**src/rtl/core/drfa_pkg.sv**
```systemverilog
// Package: item types, parse phases and codes shared by the DNS response parser.
`timescale 1ns / 1ps
package drfa_pkg;

	localparam int HEADER_BYTES = 12;
	localparam int FIXED_BYTES  = 10;
	localparam int QFIXED_BYTES = 4;
	localparam logic [15:0] TYPE_A   = 16'd1;
	localparam logic [7:0]  PTR_MASK = 8'hC0;

	typedef enum logic [2:0] {
		ST_FOUND      = 3'd0,
		ST_NO_ANSWERS = 3'd1,
		ST_SHORT      = 3'd2,
		ST_MALFORMED  = 3'd3,
		ST_NO_A       = 3'd4
	} status_t;

	typedef enum logic [3:0] {
		PH_HEADER     = 4'd0,
		PH_Q_NAME     = 4'd1,
		PH_Q_FIXED    = 4'd2,
		PH_A_NAME     = 4'd3,
		PH_A_PTR      = 4'd4,
		PH_A_FIXED    = 4'd5,
		PH_A_DATA     = 4'd6,
		PH_DONE       = 4'd7,
		PH_NO_ANSWERS = 4'd8
	} phase_t;

	typedef struct packed {
		logic [7:0] message_byte;
		logic       end_of_message;
	} in_item_t;

	typedef struct packed {
		logic [2:0]  status;
		logic [31:0] time_to_live;
		logic [15:0] record_data_length;
		logic [31:0] ipv4_address;
		logic        address_valid;
	} out_item_t;

	typedef struct packed {
		logic      valid;
		out_item_t item;
	} res_push_t;

endpackage

```
**src/rtl/core/dns_response_first_a_record_unit.sv**
```systemverilog
// Top level: DNS response parser reporting the first A record of each message.
//
//  channel | direction | payload    | handshake
//  msg     | in        | in_item_t  | msg_valid / msg_stall
//  res     | out       | out_item_t | res_valid / res_stall
//
// One message byte is taken every cycle while msg_stall is low; the parse state updates in the same cycle.
// The result of a message is built from its final byte and registered in the output buffer.
// A two-entry output buffer lets bytes keep flowing while one result is stalled;
// msg_stall rises only when both entries are held.
// arst_n returns the parser to the header phase and empties the buffer.
`timescale 1ns / 1ps
module dns_response_first_a_record_unit #(
	parameter int MAX_MESSAGE_BYTES = 512
) (
	input  logic                clk,
	input  logic                arst_n,
	input  logic                msg_valid,
	output logic                msg_stall,
	input  drfa_pkg::in_item_t  msg_item,
	output logic                res_valid,
	input  logic                res_stall,
	output drfa_pkg::out_item_t res_item
);
	import drfa_pkg::*;

	res_push_t push;
	logic      accept;

	assign accept = msg_valid && !msg_stall;

	drfa_parser #(
		.MAX_MESSAGE_BYTES(MAX_MESSAGE_BYTES)
	) u_parser (
		.clk   (clk),
		.arst_n(arst_n),
		.accept(accept),
		.item  (msg_item),
		.push  (push)
	);

	drfa_result_buffer u_buffer (
		.clk      (clk),
		.arst_n   (arst_n),
		.push     (push),
		.full     (msg_stall),
		.res_valid(res_valid),
		.res_stall(res_stall),
		.res_item (res_item)
	);

endmodule

```
**src/rtl/core/drfa_parser.sv**
```systemverilog
// Byte-wise parser state and the result built on the final byte of a message.
`timescale 1ns / 1ps
module drfa_parser #(
	parameter int MAX_MESSAGE_BYTES = 512
) (
	input  logic                clk,
	input  logic                arst_n,
	input  logic                accept,
	input  drfa_pkg::in_item_t  item,
	output drfa_pkg::res_push_t push
);
	import drfa_pkg::*;

	localparam int POS_W = $clog2(MAX_MESSAGE_BYTES + 1);

	logic [POS_W-1:0] pos_q, st_pos;
	phase_t           phase_q, st_phase;
	logic [15:0]      qleft_q, st_qleft;
	logic [15:0]      aleft_q, st_aleft;
	logic [15:0]      fbl_q, st_fbl;
	logic [15:0]      type_q, st_type;
	logic [31:0]      ttl_q, st_ttl;
	logic [15:0]      len_q, st_len;
	logic [31:0]      addr_q, st_addr;
	logic             found_q, st_found;

	logic [7:0]  b;
	logic [3:0]  k;
	logic [15:0] didx;
	logic [15:0] aleft_dec;
	status_t     status;

	assign b         = item.message_byte;
	assign k         = 4'(FIXED_BYTES) - fbl_q[3:0];
	assign didx      = len_q - fbl_q;
	assign aleft_dec = aleft_q - 16'd1;

	// Next state after taking one byte.
	always_comb begin
		st_pos   = pos_q;
		st_phase = phase_q;
		st_qleft = qleft_q;
		st_aleft = aleft_q;
		st_fbl   = fbl_q;
		st_type  = type_q;
		st_ttl   = ttl_q;
		st_len   = len_q;
		st_addr  = addr_q;
		st_found = found_q;
		if (32'(pos_q) < 32'(MAX_MESSAGE_BYTES)) begin
			st_pos = pos_q + POS_W'(1);
			unique case (phase_q)
				PH_HEADER: begin
					if (pos_q == POS_W'(4)) st_qleft = {b, 8'h00};
					if (pos_q == POS_W'(5)) st_qleft = {qleft_q[15:8], b};
					if (pos_q == POS_W'(6)) st_aleft = {b, 8'h00};
					if (pos_q == POS_W'(7)) st_aleft = {aleft_q[15:8], b};
					if (pos_q == POS_W'(HEADER_BYTES - 1)) begin
						st_fbl = '0;
						if (aleft_q == '0) st_phase = PH_NO_ANSWERS;
						else if (qleft_q != '0) st_phase = PH_Q_NAME;
						else st_phase = PH_A_NAME;
					end
				end
				PH_Q_NAME: begin
					if (fbl_q != '0) st_fbl = fbl_q - 16'd1;
					else if (b == 8'h00) begin
						st_phase = PH_Q_FIXED;
						st_fbl   = 16'(QFIXED_BYTES);
					end else st_fbl = {8'h00, b};
				end
				PH_Q_FIXED: begin
					st_fbl = fbl_q - 16'd1;
					if (fbl_q == 16'd1) begin
						st_qleft = qleft_q - 16'd1;
						st_phase = (qleft_q != 16'd1) ? PH_Q_NAME : PH_A_NAME;
					end
				end
				PH_A_NAME: begin
					if (fbl_q != '0) st_fbl = fbl_q - 16'd1;
					else if ((b & PTR_MASK) == PTR_MASK) st_phase = PH_A_PTR;
					else if (b == 8'h00) begin
						st_phase = PH_A_FIXED;
						st_fbl   = 16'(FIXED_BYTES);
					end else st_fbl = {8'h00, b};
				end
				PH_A_PTR: begin
					st_phase = PH_A_FIXED;
					st_fbl   = 16'(FIXED_BYTES);
				end
				PH_A_FIXED: begin
					if (k == 4'd0) st_type = {b, 8'h00};
					else if (k == 4'd1) st_type = {type_q[15:8], b};
					else if (k == 4'd4) st_ttl = {24'h0, b};
					else if (k >= 4'd5 && k <= 4'd7) st_ttl = {ttl_q[23:0], b};
					else if (k == 4'd8) st_len = {b, 8'h00};
					else if (k == 4'd9) st_len = {len_q[15:8], b};
					st_fbl = fbl_q - 16'd1;
					if (fbl_q == 16'd1) begin
						st_addr = '0;
						if (st_len != '0) begin
							st_phase = PH_A_DATA;
							st_fbl   = st_len;
						end else if (type_q == TYPE_A) begin
							st_found = 1'b1;
							st_phase = PH_DONE;
						end else begin
							st_aleft = aleft_dec;
							st_phase = (aleft_dec != '0) ? PH_A_NAME : PH_DONE;
						end
					end
				end
				PH_A_DATA: begin
					if (didx < 16'd4) st_addr = {addr_q[23:0], b};
					st_fbl = fbl_q - 16'd1;
					if (fbl_q == 16'd1) begin
						if (type_q == TYPE_A) begin
							st_found = 1'b1;
							st_phase = PH_DONE;
						end else begin
							st_aleft = aleft_dec;
							st_phase = (aleft_dec != '0) ? PH_A_NAME : PH_DONE;
						end
					end
				end
				PH_DONE, PH_NO_ANSWERS: begin
				end
			endcase
		end
	end

	// Result for the final byte of a message.
	always_comb begin
		priority if (st_phase == PH_HEADER) status = ST_SHORT;
		else if (st_phase == PH_NO_ANSWERS) status = ST_NO_ANSWERS;
		else if (st_found) status = ST_FOUND;
		else if (st_phase != PH_DONE) status = ST_MALFORMED;
		else status = ST_NO_A;

		push.valid       = accept && item.end_of_message;
		push.item.status = status;
		if (status == ST_FOUND) begin
			push.item.time_to_live       = st_ttl;
			push.item.record_data_length = st_len;
			push.item.ipv4_address       = st_addr;
			push.item.address_valid      = (st_len == 16'd4);
		end else begin
			push.item.time_to_live       = '0;
			push.item.record_data_length = '0;
			push.item.ipv4_address       = '0;
			push.item.address_valid      = 1'b0;
		end
	end

	always_ff @(posedge clk or negedge arst_n) begin
		if (!arst_n) begin
			pos_q   <= '0;
			phase_q <= PH_HEADER;
			qleft_q <= '0;
			aleft_q <= '0;
			fbl_q   <= '0;
			type_q  <= '0;
			ttl_q   <= '0;
			len_q   <= '0;
			addr_q  <= '0;
			found_q <= 1'b0;
		end else if (accept) begin
			if (item.end_of_message) begin
				// restart for the next message
				pos_q   <= '0;
				phase_q <= PH_HEADER;
				qleft_q <= '0;
				aleft_q <= '0;
				fbl_q   <= '0;
				type_q  <= '0;
				ttl_q   <= '0;
				len_q   <= '0;
				addr_q  <= '0;
				found_q <= 1'b0;
			end else begin
				pos_q   <= st_pos;
				phase_q <= st_phase;
				qleft_q <= st_qleft;
				aleft_q <= st_aleft;
				fbl_q   <= st_fbl;
				type_q  <= st_type;
				ttl_q   <= st_ttl;
				len_q   <= st_len;
				addr_q  <= st_addr;
				found_q <= st_found;
			end
		end
	end

endmodule

```
**src/rtl/core/drfa_result_buffer.sv**
```systemverilog
// Two-entry result register with skid stage between parser and result channel.
`timescale 1ns / 1ps
module drfa_result_buffer (
	input  logic                clk,
	input  logic                arst_n,
	input  drfa_pkg::res_push_t push,
	output logic                full,
	output logic                res_valid,
	input  logic                res_stall,
	output drfa_pkg::out_item_t res_item
);
	import drfa_pkg::*;

	logic      main_v_q, skid_v_q;
	out_item_t main_q, skid_q;

	assign full      = skid_v_q;
	assign res_valid = main_v_q;
	assign res_item  = main_q;

	always_ff @(posedge clk or negedge arst_n) begin
		if (!arst_n) begin
			main_v_q <= 1'b0;
			skid_v_q <= 1'b0;
		end else if (!main_v_q || !res_stall) begin
			// advance: skid first, then a fresh item
			if (skid_v_q) begin
				main_v_q <= 1'b1;
				skid_v_q <= 1'b0;
			end else begin
				main_v_q <= push.valid;
			end
		end else if (push.valid) begin
			skid_v_q <= 1'b1;
		end
	end

	always_ff @(posedge clk) begin
		if (!main_v_q || !res_stall) begin
			if (skid_v_q) main_q <= skid_q;
			else if (push.valid) main_q <= push.item;
		end else if (push.valid) begin
			skid_q <= push.item;
		end
	end

endmodule
```
**config.mk**
```make
export PLATFORM = sky130hd
export DESIGN_NAME = dns_response_first_a_record_unit
export DESIGN_NICKNAME = d
export VERILOG_FILES = /design/src/rtl/core/drfa_pkg.sv /design/src/rtl/core/dns_response_first_a_record_unit.sv /design/src/rtl/core/drfa_parser.sv /design/src/rtl/core/drfa_result_buffer.sv
export SDC_FILE = /design/constraint.sdc
export NUM_CORES = 1
export LEC_CHECK = 0
export BUFFER_PORTS_ARGS = -buffer_cell sky130_fd_sc_hd__buf_2
export CORE_UTILIZATION = 30
export CTS_CLUSTER_DIAMETER = 30
export DETAILED_ROUTE_END_ITERATION = 8
export PLACE_DENSITY = 0.5
export SYNTH_ARGS = -nofsm -noshare
export SYNTH_HDL_FRONTEND = slang
export SYNTH_SLANG_ARGS = --single-unit
```
**constraint.sdc**
```tcl
create_clock -name clk -period 9.56 [get_ports clk]
set_input_delay 1.912 -clock clk [delete_from_list [all_inputs] [get_ports clk]]
set_output_delay 1.912 -clock clk [all_outputs]
set_load 0.02 [all_outputs]
```
==> out/qor.txt <==
Antenna cell count - 0
CP max FO - 93
Routed Antenna Nets - 0
Type of the worst setup path - in -> reg
Ordered list of cells on the worst path - buf_2, or4_1, or2_2, and4b_1, nor3_1, a311oi_1, o211ai_4, nand2_4, buf_4, or2_1, o21ai_0
Slew at the pin closest to its max-slew limit - 1.14 ns
First-pass GRT wire length - 79,800 µm
Clock latency on the worst-skew pair - 0.60 ns
Maximum number of pins on one net before global-route repair - 94
DRC marker count from the first detailed-route iteration - 1,368
Row cnt - 87
Power Internal - 3.71 mW
Part of the Yosys area used for sequential elements - 0.532
Vias after detailed routing - 13,600
Count of warnings emitted by yosys - 0
Count of pins on the block boundary - 99
Vias per cell - 5.26
GR Util All Layers - 0.178
Worst reg-to-reg setup slack - 4.37 ns
Clock power share - 0.617
Chip Height - 241 µm
Commonest register cell after synthesis - sky130_fd_sc_hd__edfxtp_1
CTS sink cnt - 329
FF-to-FF End - u_buffer.res_item[0]
Sw Share - 0.224
Chip Width - 241 µm
Synthesized Nets - 1,718
Root Buffer - sky130_fd_sc_hd__clkbuf_16
Placeable core area - 56,300 µm²
Aggregate routed wire length - 51,100 µm
Number of buffers added to fix hold violations after cts - 0
Finished layout cell area - 21,200 µm²
Hold violation count in the final report - 0
Number of cells on the worst reg-to-reg path - 12
Area growth, synth to finish - 24.0%
Power share of the sequential group - 0.332
Number of port buffers - 98
Relative slew slack - 0.242
Critical path capture point type - flip-flop
Final Max Tran Viols - 0
TritonCTS clock tree - yes
Total power density per cell area - 226 nW/µm²
Maximum VDD drop - 0.113 mV
Power share of the combinational group - 0.051
Part of the cycle the worst path needs - 0.576
Starting density of the core - 0.303
Initial antenna violation count - 1
Cell count after synthesis - 1,679
Post-place instance area - 18,200 µm²
Total Nets Final - 1,805
Synth area leader - sky130_fd_sc_hd__edfxtp_1
Share of layout cells above drive strength 1 - 0.160
Post-synthesis cell type count - 80
Max Fclk - 0.182 GHz
Syn avg cell area - 10.2 µm²
Outcome - completed
Total die area - 57,800 µm²
Setup violations, final - 0
CTS H-tree lvls - 3
DP HPWL - 33,900 µm
Area occupied by multi-input gates - 7440 µm²
Synthesized flop and latch total - 329
Setup repair after global routing missed its margin - false
Synth top area cells - sky130_fd_sc_hd__edfxtp_1 (30%), sky130_fd_sc_hd__dfrtp_1 (24%), sky130_fd_sc_hd__nand2_1 (4.5%)
Clock Pin Slew Worst Setup and Hold Paths - 0.05 ns
Mean routed wirelength per cell - 19.7 µm
Min-Delay Path Depth - 2
Area taken by flip-flops and latches - 9080 µm²
Most frequent cells after synthesis - sky130_fd_sc_hd__nand2_1 (203), sky130_fd_sc_hd__edfxtp_1 (168), sky130_fd_sc_hd__nor2_1 (167)
Filler Cells Inserted - 5,558
Post-Synthesis Cell Area - 17,100 µm²
Grt total ovfl - 0
Maxcap violations - 0
Share of synthesized registers carrying an async set or reset - 0.489
Min cycle time layout - 5.51 ns
Switching Power - 1.07 mW
Min-delay worst type - reg -> reg
Reported leakage power - 8.47 nW
CP Data Arrival Time - 5.82 ns
Setup Buffers After CTS - 0
DRC violation count after routing - 0
Maximum number of buffers from clock root to sink - 3
Number of synthesized flops with an enable pin - 168
Critical hold path startpoint - u_parser.type_q[0]
Via count of the first global-routing pass - 13,700
Highest cell delay on the worst timing path - 0.82 ns
Count leader, synth - sky130_fd_sc_hd__nand2_1
Slowest stage cell on the critical path - sky130_fd_sc_hd__buf_4
Router iterations before antenna repair - 5
GPL Wtd Cong - 0.904
Reg-to-Reg Start - u_parser.aleft_q[0]
Worst hold path endpoint - u_parser.type_q[0]
Critical Path RT - 9.87 ns
Area share of the largest cell type after synthesis - 0.296
Total Neg Setup Slack - 0 ns
Final clock skew - 0.0229 ns
CP Launch Type - input pin
Cts bufs inserted - 81
Post-cts resize count - 0
cells by family after synthesis:
family / Yosys count / share of synthesized area
compound gates: 484 / 0.192
simple gates: 606 / 0.171
flops: 329 / 0.532
fa+ha+maj: 26 / 0.0191
buf+inv: 146 / 0.0358
mux: 66 / 0.0392
xor+xnor: 22 / 0.0113
through the flow:
step                std cells  total power [mW]   util  hold WS, ns  setup WS, ns
floorplan                1679              1.76      -        0.442         0.438
global placement         2439              1.85  0.324        0.458          3.47
detailed placement       2439              1.86  0.324        0.467          3.39
CTS                      2590              4.84  0.376        0.479          4.03
global route             2590              4.94  0.376        0.502          3.80
finish                   2590              4.79  0.376        0.469          4.05
per-layer routing:
metal / up-vias / GRT usage / wire (µm)
met1: 6654 / 0.237 / 23000
li1: 6422 / - / -
met4: 2 / 0.0789 / 1700
met3: 112 / 0.0416 / 3280
met2: 446 / 0.275 / 23100
met5: - / 0 / 13
placed cells by master, fill, tap and decap left out, types with 18 or more instances in the layout:
master                        n
sky130_fd_sc_hd__mux2i_1     59
sky130_fd_sc_hd__o21ai_1     32
sky130_fd_sc_hd__a22o_1      68
sky130_fd_sc_hd__o21ai_0    105
sky130_fd_sc_hd__o31ai_1     63
sky130_fd_sc_hd__and2_1      38
sky130_fd_sc_hd__a31oi_1     21
sky130_fd_sc_hd__inv_1       36
sky130_fd_sc_hd__nor3b_1     28
sky130_fd_sc_hd__clkinv_2    22
sky130_fd_sc_hd__nand2_1    202
sky130_fd_sc_hd__ha_1        25
sky130_fd_sc_hd__nor4_1      23
sky130_fd_sc_hd__a21oi_1     98
sky130_fd_sc_hd__nand3_1     24
sky130_fd_sc_hd__bufinv_16   18
sky130_fd_sc_hd__nor3_1      34
sky130_fd_sc_hd__dfrtp_1    160
sky130_fd_sc_hd__clkbuf_16   83
sky130_fd_sc_hd__buf_2       97
sky130_fd_sc_hd__edfxtp_1   168
sky130_fd_sc_hd__nor2_1     167
sequential cells by signal (all words and copies together), names as in the netlist, 32 cells and up:
register,cells
u_buffer.res_item,84
u_buffer.skid_q,84
u_parser.addr_q,32
u_parser.ttl_q,32
worst max-delay path, delay by kind of cell:
family / cells / cell delay, ns
AO/OA/AOI/OAI: 3 / 0.78
AND/OR/NAND/NOR: 6 / 1.99
buffers and inverters: 2 / 1.09
area by class of cell:
cell class / instances / area share
Timing Repair Buffer: 114 / 0.0291
Clock buffer: 99 / 0.103
Inverter: 36 / 0.00638
Tap cell: 756 / 0.0447
Multi-Input combinational cell: 1204 / 0.351
Sequential cell: 329 / 0.429
Clock inverter: 52 / 0.0366
worst max path at each step:
stage,from,endpoint,slack (ns),cells after the start
CTS,msg_item[1],u_buffer.res_item[2],4.03,10
global route,msg_item[1],u_buffer.res_item[35],3.80,11
global placement,msg_item[1],u_buffer.res_item[0],3.47,11
finish,msg_item[1],u_buffer.res_item[35],4.05,11
floorplan,msg_item[0],u_buffer.skid_q[0],0.44,5
detailed placement,msg_item[1],u_buffer.res_item[2],3.39,10
power by group through the flow:
stage	Combinational (mW)	Sequential, mW	Clock, mW
detailed placement	0.245	1.61	0
CTS	0.245	1.59	3.00
finish	0.242	1.59	2.95
global placement	0.243	1.61	0
global route	0.268	1.60	3.08
floorplan	0.129	1.63	0
(Power assumes the default switching activity.)
